`src/design/spq_pkg.sv`:
```
// ----------------------------------------------------------------------------
// spq_pkg
// Shared types and codes for the stable priority queue.
// ----------------------------------------------------------------------------
`default_nettype none

package spq_pkg;

  localparam int unsigned DEF_QUEUE_DEPTH   = 16;
  localparam int unsigned DEF_TAG_BITS      = 16;
  localparam int unsigned DEF_PRIORITY_BITS = 3;

  localparam int unsigned OP_BITS = 3;

  localparam logic [OP_BITS-1:0] OP_INSERT       = 3'd0;
  localparam logic [OP_BITS-1:0] OP_APPEND       = 3'd1;
  localparam logic [OP_BITS-1:0] OP_REMOVE_FRONT = 3'd2;
  localparam logic [OP_BITS-1:0] OP_REMOVE_AT    = 3'd3;
  localparam logic [OP_BITS-1:0] OP_READ_AT      = 3'd4;
  localparam logic [OP_BITS-1:0] OP_CLEAR        = 3'd5;

  localparam logic [1:0] ST_OK     = 2'd0;
  localparam logic [1:0] ST_EMPTY  = 2'd1;
  localparam logic [1:0] ST_FULL   = 2'd2;
  localparam logic [1:0] ST_BADPOS = 2'd3;

  typedef enum logic [2:0] {
    S_IDLE,
    S_INS_SCAN,
    S_INS_SHIFT,
    S_INS_LAST,
    S_RM_HEAD,
    S_RM_SHIFT
  } spq_state_t;

endpackage

`default_nettype wire

```
`src/design/stable_priority_queue.sv`:
```
// ----------------------------------------------------------------------------
// stable_priority_queue
// Bounded queue of tagged entries ordered by priority, stable on insert.
// ----------------------------------------------------------------------------
// A transaction is taken when start is high and busy is low; its single result
// appears on the out_ ports for one cycle with out_valid high, and the receiver
// cannot stall it. Entries live in one memory with a registered read, and each
// operation walks that memory one entry per cycle. Append, clear, failed
// operations and insert into an empty queue answer straight from idle; read
// fetches its entry first; remove at position p moves every later entry one
// place toward the front; insert scans to the slot, then shifts the tail one
// entry a cycle. The result is registered from the last working state, and a
// new transaction can be taken in the cycle that it is shown.
`default_nettype none

module stable_priority_queue
  import spq_pkg::*;
#(
  parameter int unsigned QUEUE_DEPTH   = DEF_QUEUE_DEPTH,
  parameter int unsigned TAG_BITS      = DEF_TAG_BITS,
  parameter int unsigned PRIORITY_BITS = DEF_PRIORITY_BITS,
  localparam int unsigned AW = $clog2(QUEUE_DEPTH),
  localparam int unsigned CW = $clog2(QUEUE_DEPTH + 1)
) (
  input  wire logic                     clk,
  input  wire logic                     rst_n,
  input  wire logic                     start,
  output logic                          busy,
  input  wire logic [OP_BITS-1:0]       in_opcode,
  input  wire logic [TAG_BITS-1:0]      in_entry_tag,
  input  wire logic [PRIORITY_BITS-1:0] in_entry_priority,
  input  wire logic [CW-1:0]            in_position,
  output logic                          out_valid,
  output logic [1:0]                    out_status,
  output logic [TAG_BITS-1:0]           out_result_tag,
  output logic [PRIORITY_BITS-1:0]      out_result_priority,
  output logic [CW-1:0]                 out_entry_count,
  output logic                          out_is_empty
);

  localparam int unsigned EW = TAG_BITS + PRIORITY_BITS;

  spq_state_t state_r, state_nxt;

  logic [CW-1:0]            count_r, count_nxt;
  logic [AW-1:0]            ptr_r, ptr_nxt;
  logic [OP_BITS-1:0]       op_r, op_nxt;
  logic [TAG_BITS-1:0]      tag_r, tag_nxt;
  logic [PRIORITY_BITS-1:0] pri_r, pri_nxt;
  logic [EW-1:0]            carry_r, carry_nxt;
  logic                     valid_r, valid_nxt;
  logic [1:0]               status_r, status_nxt;
  logic [TAG_BITS-1:0]      rtag_r, rtag_nxt;
  logic [PRIORITY_BITS-1:0] rpri_r, rpri_nxt;

  logic                     wr_en, rd_en;
  logic [AW-1:0]            wr_addr, rd_addr;
  logic [EW-1:0]            wr_data, rd_data;

  logic                     accept, full, empty, last, pos_bad;
  logic [CW-1:0]            pos_m1;
  logic [PRIORITY_BITS-1:0] rd_pri;

  assign accept  = start && (state_r == S_IDLE);
  assign full    = (count_r == CW'(QUEUE_DEPTH));
  assign empty   = (count_r == '0);
  assign last    = ((CW'(ptr_r) + CW'(1)) == count_r);
  assign pos_bad = (in_position == '0) || (in_position > count_r);
  assign pos_m1  = in_position - CW'(1);
  assign rd_pri  = rd_data[PRIORITY_BITS-1:0];

  spq_ram #(
    .DEPTH(QUEUE_DEPTH),
    .WIDTH(EW),
    .AW   (AW)
  ) u_ram (
    .clk    (clk),
    .wr_en  (wr_en),
    .wr_addr(wr_addr),
    .wr_data(wr_data),
    .rd_en  (rd_en),
    .rd_addr(rd_addr),
    .rd_data(rd_data)
  );

  // Next state.
  always_comb begin
    state_nxt = state_r;
    unique case (state_r)
      S_IDLE: begin
        if (start) begin
          unique case (in_opcode)
            OP_INSERT: begin
              if (!full && !empty) state_nxt = S_INS_SCAN;
            end
            OP_REMOVE_FRONT: begin
              if (!empty) state_nxt = S_RM_HEAD;
            end
            OP_REMOVE_AT, OP_READ_AT: begin
              if (!empty && !pos_bad) state_nxt = S_RM_HEAD;
            end
            default: state_nxt = S_IDLE;
          endcase
        end
      end
      S_INS_SCAN: begin
        if (rd_pri < pri_r) begin
          state_nxt = last ? S_INS_LAST : S_INS_SHIFT;
        end else if (last) begin
          state_nxt = S_IDLE;
        end
      end
      S_INS_SHIFT: begin
        if (last) state_nxt = S_INS_LAST;
      end
      S_INS_LAST: state_nxt = S_IDLE;
      S_RM_HEAD: begin
        if (op_r == OP_READ_AT || last) state_nxt = S_IDLE;
        else                            state_nxt = S_RM_SHIFT;
      end
      S_RM_SHIFT: begin
        if (last) state_nxt = S_IDLE;
      end
      default: state_nxt = S_IDLE;
    endcase
  end

  // Datapath and memory controls.
  always_comb begin
    count_nxt  = count_r;
    ptr_nxt    = ptr_r;
    op_nxt     = op_r;
    tag_nxt    = tag_r;
    pri_nxt    = pri_r;
    carry_nxt  = carry_r;
    valid_nxt  = 1'b0;
    status_nxt = status_r;
    rtag_nxt   = rtag_r;
    rpri_nxt   = rpri_r;
    wr_en      = 1'b0;
    wr_addr    = ptr_r;
    wr_data    = {tag_r, pri_r};
    rd_en      = 1'b0;
    rd_addr    = ptr_r + AW'(1);
    unique case (state_r)
      S_IDLE: begin
        if (accept) begin
          op_nxt     = in_opcode;
          tag_nxt    = in_entry_tag;
          pri_nxt    = in_entry_priority;
          status_nxt = ST_OK;
          rtag_nxt   = '0;
          rpri_nxt   = '0;
          ptr_nxt    = '0;
          valid_nxt  = 1'b1;
          unique case (in_opcode)
            OP_INSERT, OP_APPEND: begin
              if (full) begin
                status_nxt = ST_FULL;
              end else if (in_opcode == OP_APPEND || empty) begin
                wr_en     = 1'b1;
                wr_addr   = count_r[AW-1:0];
                wr_data   = {in_entry_tag, in_entry_priority};
                count_nxt = count_r + CW'(1);
              end else begin
                valid_nxt = 1'b0;
                rd_en     = 1'b1;
                rd_addr   = '0;
              end
            end
            OP_REMOVE_FRONT: begin
              if (empty) begin
                status_nxt = ST_EMPTY;
              end else begin
                valid_nxt = 1'b0;
                rd_en     = 1'b1;
                rd_addr   = '0;
              end
            end
            OP_REMOVE_AT, OP_READ_AT: begin
              if (empty) begin
                status_nxt = ST_EMPTY;
              end else if (pos_bad) begin
                status_nxt = ST_BADPOS;
              end else begin
                valid_nxt = 1'b0;
                rd_en     = 1'b1;
                rd_addr   = pos_m1[AW-1:0];
                ptr_nxt   = pos_m1[AW-1:0];
              end
            end
            OP_CLEAR: count_nxt = '0;
            default: status_nxt = ST_OK;
          endcase
        end
      end
      S_INS_SCAN: begin
        if (rd_pri < pri_r) begin
          // The slot is found: drop the new entry here and carry the old one.
          wr_en     = 1'b1;
          carry_nxt = rd_data;
          ptr_nxt   = ptr_r + AW'(1);
          rd_en     = !last;
        end else if (last) begin
          wr_en     = 1'b1;
          wr_addr   = count_r[AW-1:0];
          count_nxt = count_r + CW'(1);
          valid_nxt = 1'b1;
        end else begin
          ptr_nxt = ptr_r + AW'(1);
          rd_en   = 1'b1;
        end
      end
      S_INS_SHIFT: begin
        wr_en     = 1'b1;
        wr_data   = carry_r;
        carry_nxt = rd_data;
        ptr_nxt   = ptr_r + AW'(1);
        rd_en     = !last;
      end
      S_INS_LAST: begin
        wr_en     = 1'b1;
        wr_data   = carry_r;
        count_nxt = count_r + CW'(1);
        valid_nxt = 1'b1;
      end
      S_RM_HEAD: begin
        rtag_nxt = rd_data[EW-1:PRIORITY_BITS];
        rpri_nxt = rd_pri;
        if (op_r == OP_READ_AT) begin
          valid_nxt = 1'b1;
        end else if (last) begin
          count_nxt = count_r - CW'(1);
          valid_nxt = 1'b1;
        end else begin
          rd_en   = 1'b1;
          ptr_nxt = ptr_r + AW'(1);
        end
      end
      S_RM_SHIFT: begin
        // Entry at ptr moves one place toward the front.
        wr_en   = 1'b1;
        wr_addr = ptr_r - AW'(1);
        wr_data = rd_data;
        if (last) begin
          count_nxt = count_r - CW'(1);
          valid_nxt = 1'b1;
        end else begin
          rd_en   = 1'b1;
          ptr_nxt = ptr_r + AW'(1);
        end
      end
      default: valid_nxt = 1'b0;
    endcase
  end

  always_ff @(posedge clk) begin
    if (!rst_n) begin
      state_r <= S_IDLE;
      count_r <= '0;
      valid_r <= 1'b0;
    end else begin
      state_r <= state_nxt;
      count_r <= count_nxt;
      valid_r <= valid_nxt;
    end
  end

  always_ff @(posedge clk) begin
    ptr_r    <= ptr_nxt;
    op_r     <= op_nxt;
    tag_r    <= tag_nxt;
    pri_r    <= pri_nxt;
    carry_r  <= carry_nxt;
    status_r <= status_nxt;
    rtag_r   <= rtag_nxt;
    rpri_r   <= rpri_nxt;
  end

  assign busy                = (state_r != S_IDLE);
  assign out_valid           = valid_r;
  assign out_status          = status_r;
  assign out_result_tag      = rtag_r;
  assign out_result_priority = rpri_r;
  assign out_entry_count     = count_r;
  assign out_is_empty        = (count_r == '0);

  a_count_range: assert property (@(posedge clk) disable iff (!rst_n)
    count_r <= CW'(QUEUE_DEPTH))
    else $error("entry count exceeds queue depth");

  a_result_idle: assert property (@(posedge clk) disable iff (!rst_n)
    valid_r |-> (state_r == S_IDLE))
    else $error("result shown while an operation is still walking the store");

  a_shift_room: assert property (@(posedge clk) disable iff (!rst_n)
    (state_r == S_INS_SHIFT || state_r == S_INS_LAST) |-> !full)
    else $error("insert shift running on a full queue");

  a_rm_nonzero: assert property (@(posedge clk) disable iff (!rst_n)
    (state_r == S_RM_SHIFT) |-> (ptr_r != '0))
    else $error("remove shift would write below the front");

  a_one_result: assert property (@(posedge clk) disable iff (!rst_n)
    (start && !busy) |=> (busy || valid_r))
    else $error("accepted transaction neither working nor answered");

endmodule

`default_nettype wire

```
`src/design/spq_ram.sv`:
```
// ----------------------------------------------------------------------------
// spq_ram
// Entry store: one write port and one registered read port.
// ----------------------------------------------------------------------------
`default_nettype none

module spq_ram #(
  parameter int unsigned DEPTH = 16,
  parameter int unsigned WIDTH = 19,
  parameter int unsigned AW    = 4
) (
  input  wire logic             clk,
  input  wire logic             wr_en,
  input  wire logic [AW-1:0]    wr_addr,
  input  wire logic [WIDTH-1:0] wr_data,
  input  wire logic             rd_en,
  input  wire logic [AW-1:0]    rd_addr,
  output logic      [WIDTH-1:0] rd_data
);

  logic [WIDTH-1:0] mem [DEPTH];

  always_ff @(posedge clk) begin
    if (wr_en) begin
      mem[wr_addr] <= wr_data;
    end
  end

  always_ff @(posedge clk) begin
    if (rd_en) begin
      rd_data <= mem[rd_addr];
    end
  end

endmodule

`default_nettype wire

```
`config.mk`:
```
export PLATFORM = sky130hd
export DESIGN_NAME = stable_priority_queue
export DESIGN_NICKNAME = d
export VERILOG_FILES = /design/src/design/spq_pkg.sv /design/src/design/stable_priority_queue.sv /design/src/design/spq_ram.sv
export SDC_FILE = /design/constraint.sdc
export NUM_CORES = 1
export LEC_CHECK = 0
export BUFFER_PORTS_ARGS = -buffer_cell sky130_fd_sc_hd__buf_2
export CAP_MARGIN = 10
export CORE_UTILIZATION = 50
export DETAILED_ROUTE_END_ITERATION = 10
export PLACE_DENSITY = 0.66
export SLEW_MARGIN = 20
export SYNTH_ARGS = -nofsm -noshare
export SYNTH_HDL_FRONTEND = slang
export SYNTH_SLANG_ARGS = --single-unit
```
`constraint.sdc`:
```
create_clock -name clk -period 5 [get_ports clk]
set_input_delay 1 -clock clk [delete_from_list [all_inputs] [get_ports clk]]
set_output_delay 1 -clock clk [all_outputs]
set_load 0.05 [all_outputs]
```
* Yosys cells after proc, flatten, opt, wreduce, memory -nomap -nowiden
Memory sizes are Yosys's and may differ from the RTL's. A register that Yosys moved wholly into a read port is not among the register bits.
Cells that the tools add are included.
** Word-level totals
- Bits in writable memories :: 304
- Output and inout port bits :: 29
- Flip-flop bits (word level) :: 75
- Logic and storage cells :: 163
- Memories kept :: 1
** Cells by class
- Reduce and logical (&&, ||, !) cells :: 29
- Order comparisons :: 2
- Equality and inequality tests :: 26
- Mux-type cells :: 88
- $add $sub $neg :: 6
** Memories
- u_ram.mem :: depth 16, bits a word 19, rd ports 1, clocked after Yosys merged registers in 1, write ports 1, RTL line spq_ram.sv:21 : logic [WIDTH-1:0] mem [DEPTH];
** Operator list (number)
- $mux 19 :: 5
- $mux 4 :: 20
- $pmux 19 s3 :: 1
- $pmux 19 s2 :: 1
- $mux 5 :: 7
- $pmux 16 s2 :: 1
- $mux 3 :: 9
- $mux 1 :: 26
- $pmux 5 s5 :: 1
- $pmux 4 s3 :: 2
- $pmux 4 s5 :: 1
- $mux 16 :: 1
- $eq 3x3->1 const B :: 5
- $ne 3x3->1 const B :: 5
- $pmux 3 s5 :: 1
- $ne 2x2->1 const B :: 7
- $eq 3x2->1 const B :: 4
- $logic_not 5->1 :: 2
- $pmux 1 s5 :: 2
- $pmux 5 s2 :: 1
- $reduce_bool 5->1 :: 2
- $pmux 1 s3 :: 3
- $pmux 3 s3 :: 1
- $reduce_and 8->1 :: 1
- 25 further kinds :: 42

* Depth between registers and ports, before layout
- Word-level depth :: 9
- Depth in mapped cells :: 13
- Mapped depth without buffers :: 10

* By module
Synthesis repeated with hierarchy kept, for this count alone.
** Second synthesis, totals
- Cells, all modules :: 909
- Area total of the unflattened synthesis :: 16283.1 um2
** Modules (own cells, without submodules)
- spq_ram :: cells an instance 507, instances 1, area each 12036.5 um2, sequential area each 9699.3 um2
- stable_priority_queue :: cells an instance 402, instances 1, area each 4246.6 um2, sequential area each 2162.1 um2

* Worst setup path before layout
Ideal clock, no wire load.
- Kind :: register -> register
- Start point :: reg count_r[0] (netlist: out_entry_count[0])
- End point :: mem u_ram.mem[12][0], enable pin
- Clock period less this slack :: 4.762 ns
- Setup time :: 0.395 ns
- Cell stages (with the launch flop) :: 12
- Buffers on the path :: 1
- Path slack :: 0.238 ns
- Arrival time :: 4.367 ns
- Data required time :: 4.605 ns
- Path through :: dfxtp_1 -> clkbuf_1 -> inv_1 -> ha_1 -> nor4b_2 -> a21oi_1 -> nor4_2 -> o21bai_1 -> a21o_1 -> a221oi_1 -> nand2_1 -> nor2_1
** Between the ends
- Longest elaborated chain between the ends :: 9
- Elaborated cells between the ends (all ways) :: 20
- Those cells by class :: eq/ne (2); mux (16); reduce/logical (2)
** Ends and longest elaborated chain
- from (decl) :: RTL line stable_priority_queue.sv:45 : logic [CW-1:0] count_r, count_nxt;
- from (signal assigned) :: RTL line stable_priority_queue.sv:264 : count_r <= count_nxt;
- $logic_not 5->1 *
- via out_is_empty :: RTL line stable_priority_queue.sv:38 : output logic out_is_empty
- $logic_or 1x1->1 * :: RTL line stable_priority_queue.sv:160 : end else if (in_opcode == OP_APPEND || empty) begin
- $mux 1 :: RTL line stable_priority_queue.sv:160
- $mux 1 :: RTL line stable_priority_queue.sv:158 : if (full) begin
- $mux 1 :: RTL line stable_priority_queue.sv:156 : unique case (in_opcode)
- $mux 1 :: RTL line stable_priority_queue.sv:147 : if (accept) begin
- $pmux 1 s3 :: RTL line stable_priority_queue.sv:145 : unique case (state_r)
- $mux 1 :: RTL line spq_ram.sv:24 : if (wr_en) begin
- $mux 1 (implied by the code) :: RTL line spq_ram.sv:25 : mem[wr_addr] <= wr_data;
- to (decl) :: RTL line spq_ram.sv:21
Mark *: on every way through the listed nets, which the timed path passes. The rest lies on a longest branch.

* Final worst setup path
- Start point :: reg state_r[0]
- End point :: mem u_ram.mem[7][2], enable pin
** Between the ends
- Longest elaborated chain between the ends :: 6
- Elaborated cells between the ends (all ways) :: 13
- Those cells by class :: eq/ne (4); mux (6); reduce/logical (3)
** Ends and longest elaborated chain
- from (decl) :: RTL line stable_priority_queue.sv:43 : spq_state_t state_r, state_nxt;
- from (signal assigned) :: RTL line stable_priority_queue.sv:263 : state_r <= state_nxt;
- $logic_not 3->1 :: RTL line stable_priority_queue.sv:64, stable_priority_queue.sv:145
- $logic_and 1x1->1 :: RTL line stable_priority_queue.sv:64 : assign accept = start && (state_r == S_IDLE);
- $mux 1 :: RTL line stable_priority_queue.sv:147
- $pmux 1 s3 :: RTL line stable_priority_queue.sv:145
- $mux 1 :: RTL line spq_ram.sv:24
- $mux 1 (implied by the code) :: RTL line spq_ram.sv:25
Several ways; a longest one is shown, not always the timed one.

==> results_dict.tcl <==
set metrics [dict create \
    cts_buffer_depth 3 \
    period_needed_ns 4.09 \
    crit_chain "or4b_1 -> nor4_4 -> buf_4 -> nor2_1 -> o21ai_0 -> o211a_1 -> nand2_1 -> nor2_2 -> buf_4" \
    dp_cells 1725 \
    cp_num_buf_inv 2 \
    dp_hpwl_um 25400 \
    hold_buffers 0 \
    ioPinCount 59 \
    tightest_slew_ns 0.938 \
    cp.depth 9 \
    postLayoutCellArea_um2 19300 \
    p_int_mw 6.30 \
    htreeDepth 2 \
    grt_pass1_wl_um 63900 \
    grt-ovfl-total 0 \
    cts_resized 0 \
    cp-start-kind "flop" \
    finalMaxSlewViolations 0 \
    final_nets 1361 \
    status "complete, no violations" \
    clock-sinks 398 \
    path_delay_family "simple AND/OR/NAND/NOR gates" \
    synth_top_area_cell "edfxtp_1" \
    p_sw_mw 2.89 \
    drt_iter0_drc 1578 \
    synth_ff_type "edfxtp_1" \
    r2r_slack_ns 0.91 \
    rr_worst_depth 9 \
    wl_per_cell_um 23.1 \
    critical-path-max-stage-delay_ns 0.83 \
    seq_area_frac_synth_pct 69.6 \
    cpMostUsedCell "buf_4" \
    worst_slack_ns 0.906 \
    route.vias.total 11205 \
    crit_arrival_ns 4.33 \
    start_util_pct 50.8 \
    clock_skew_ns 0.0176 \
    yosysUniqueCellTypes 70 \
    vias_per_cell 6.24 \
    combPwrFrac_pct 24.7 \
    fillers 2635 \
    netlist_area_um2 17000 \
    avgSynthCellArea_um2 13.4 \
    synthCells 1268 \
    first_global_vias 10829 \
    die_w_um 187 \
    timing.final.crit_share_pct 81.9 \
    worstSetupPathType "reg2reg" \
    crit_slowest_cell "or4b_1" \
    cp.required_ns 5.23 \
    synth_seq_cells 398 \
    die_area_um2 34800 \
    final_cell_count_no_fill 1795 \
    dieHeight_um 187 \
    hold_class "reg2reg" \
    synth_top_area_share_pct 68.5 \
    yosysMostFrequentCell "edfxtp_1" \
    netSwitchingFraction_pct 31.5 \
    synthTopCellsByCount "edfxtp_1 (389), nand3_1 (102), nand2_1 (101)" \
    p_clk_share_pct 30.4 \
    synth_warnings 0 \
    areaGrowthSynthToFinish_pct 13.0 \
    ys_async_sr_fraction_pct 0 \
    relSlewSlack_pct 37.5 \
    place_area_um2 18000 \
    place.gp.congestion 0.892 \
    numPortBuffers 58 \
    grt_antenna_before_repair 0 \
    tns_ns 0 \
    clk-insertion-delay-late_ns 0.55 \
    cts_tree "yes" \
    maxCapViolations 0 \
    cts_inserted_buffers 40 \
    wirelength_um 41400 \
    num_rows 67 \
    core_um2 33500 \
    irDropWorstVdd_v 0.000281 \
    worstPathMaxFanout 21 \
    endpoint_kind "flop" \
    postCtsSetupBuffers 0 \
    ant_nets 0 \
    powerDensity_nw_per_um2 477 \
    dpl_worst_slack_ns 0.450 \
    grt_max_degree 89 \
    cts-root-buf "clkbuf_16" \
    p_leak_nw 6.58 \
    drc 0 \
    syn-num-nets 1310 \
    fmax_ghz 0.244 \
    clkTransAtPathRegs_ns 0.06 \
    drt_pass1_iterations 6 \
    drive_gt1_share_pct 14.7 \
    synthTopCellsByArea "edfxtp_1 (69%), nand3_1 (3.0%), o21ai_0 (2.8%)" \
    setup_viol 0 \
    finalHoldViolations 0 \
    seqPwrFrac_pct 44.9 \
    synth_edf_count 389 \
    holdWs_ns 0.494 \
    rsz0062_at_grt "no" \
    grt_usage_pct 23.8 \
    hold_depth 0 \
]
[flip-flops by register name, summed over array words and instances, names as in the netlist]
name                 flops
out_result_tag          16
pri_r                    3
op_r                     3
state_r                  3
carry_r                 19
tag_r                   16
u_ram.mem              304
out_valid                1
out_entry_count          5
ptr_r                    4
out_result_priority      3
u_ram.rd_data           19
out_status               2
[path summary, 6_finish.rpt]
check                         start         endpoint
setup / recovery         state_r[0]  u_ram.mem[7][2]
hold / removal    u_ram.rd_data[13]      carry_r[13]
setup reg to reg         state_r[0]  u_ram.mem[7][2]
hold reg to reg   u_ram.rd_data[13]      carry_r[13]
[placed cells by master (no fill, tap or decap), drive strengths merged, types with 19 or more instances in the layout]
cell | synthesis | routed
and3 | 23 | 23
inv | 41 | 41
a222oi | 20 | 20
o21ai | 98 | 98
clkbuf | 63 | 51
a211oi | 25 | 25
nor2 | 45 | 45
edfxtp | 389 | 389
a221o | 38 | 38
mux2i | 42 | 42
nand2 | 101 | 101
a31oi | 39 | 39
nand3 | 102 | 102
a21oi | 64 | 64
a32oi | 19 | 19
buf | 34 | 106
[metrics by stage]
stage	utilization (%)	total power, mW
after floorplan	-	5.68
after global placement	53.8	6.39
after detailed placement	53.8	6.44
after CTS	57.4	9.21
after global routing	57.4	9.55
final	57.4	9.19
[kinds of logic after synthesis]
kind of cell               share of synthesized area (%)
xor gates and xnor gates                           0.462
DFF                                                 69.6
adders and majority gates                          0.881
and+or+nand+nor                                     8.87
AOI/OAI and AO/OA                                   14.0
muxes                                               2.80
buffers and inverters                               3.37
[worst reg2reg max path, cell delays in order, from the launching register on]
cell     delay (ns)
dfxtp_1        0.47
or4b_1         0.83
nor4_4         0.40
buf_4          0.34
nor2_1         0.08
o21ai_0        0.42
o211a_1        0.28
nand2_1        0.19
nor2_2         0.46
buf_4          0.31
[metal layers]
layer	part of all wire, %	wire length (um)	global-route usage (%)	up-vias
met4	1.9	777	6.43	0
li1	-	-	-	5084
met1	44	18200	34.7	5584
met5	0	0	0	-
met3	8.2	3410	4.31	61
met2	46	19000	36.8	476
[power groups by stage]
stage	combinational (mW)	clock (mW)	sequential, mW
after floorplan	1.44	0	4.24
after global placement	2.20	0	4.19
after detailed placement	2.25	0	4.19
after CTS	2.25	2.83	4.12
after global routing	2.46	2.95	4.14
final	2.27	2.79	4.13
[cell type report]
| cell class | count | area (um2) | area share, % |
|---|---|---|---|
| Antenna cell | 1 | 2.50 | 0.0130 |
| Clock buffer | 51 | 1080 | 5.63 |
| Clock inverter | 18 | 138 | 0.715 |
| Inverter | 41 | 154 | 0.799 |
| Multi-Input combinational cell | 732 | 4700 | 24.4 |
| Sequential cell | 398 | 11900 | 61.6 |
| Tap cell | 448 | 561 | 2.91 |
| Timing Repair Buffer | 106 | 751 | 3.90 |
No activity file was read; power rests on OpenSTA's default activity.
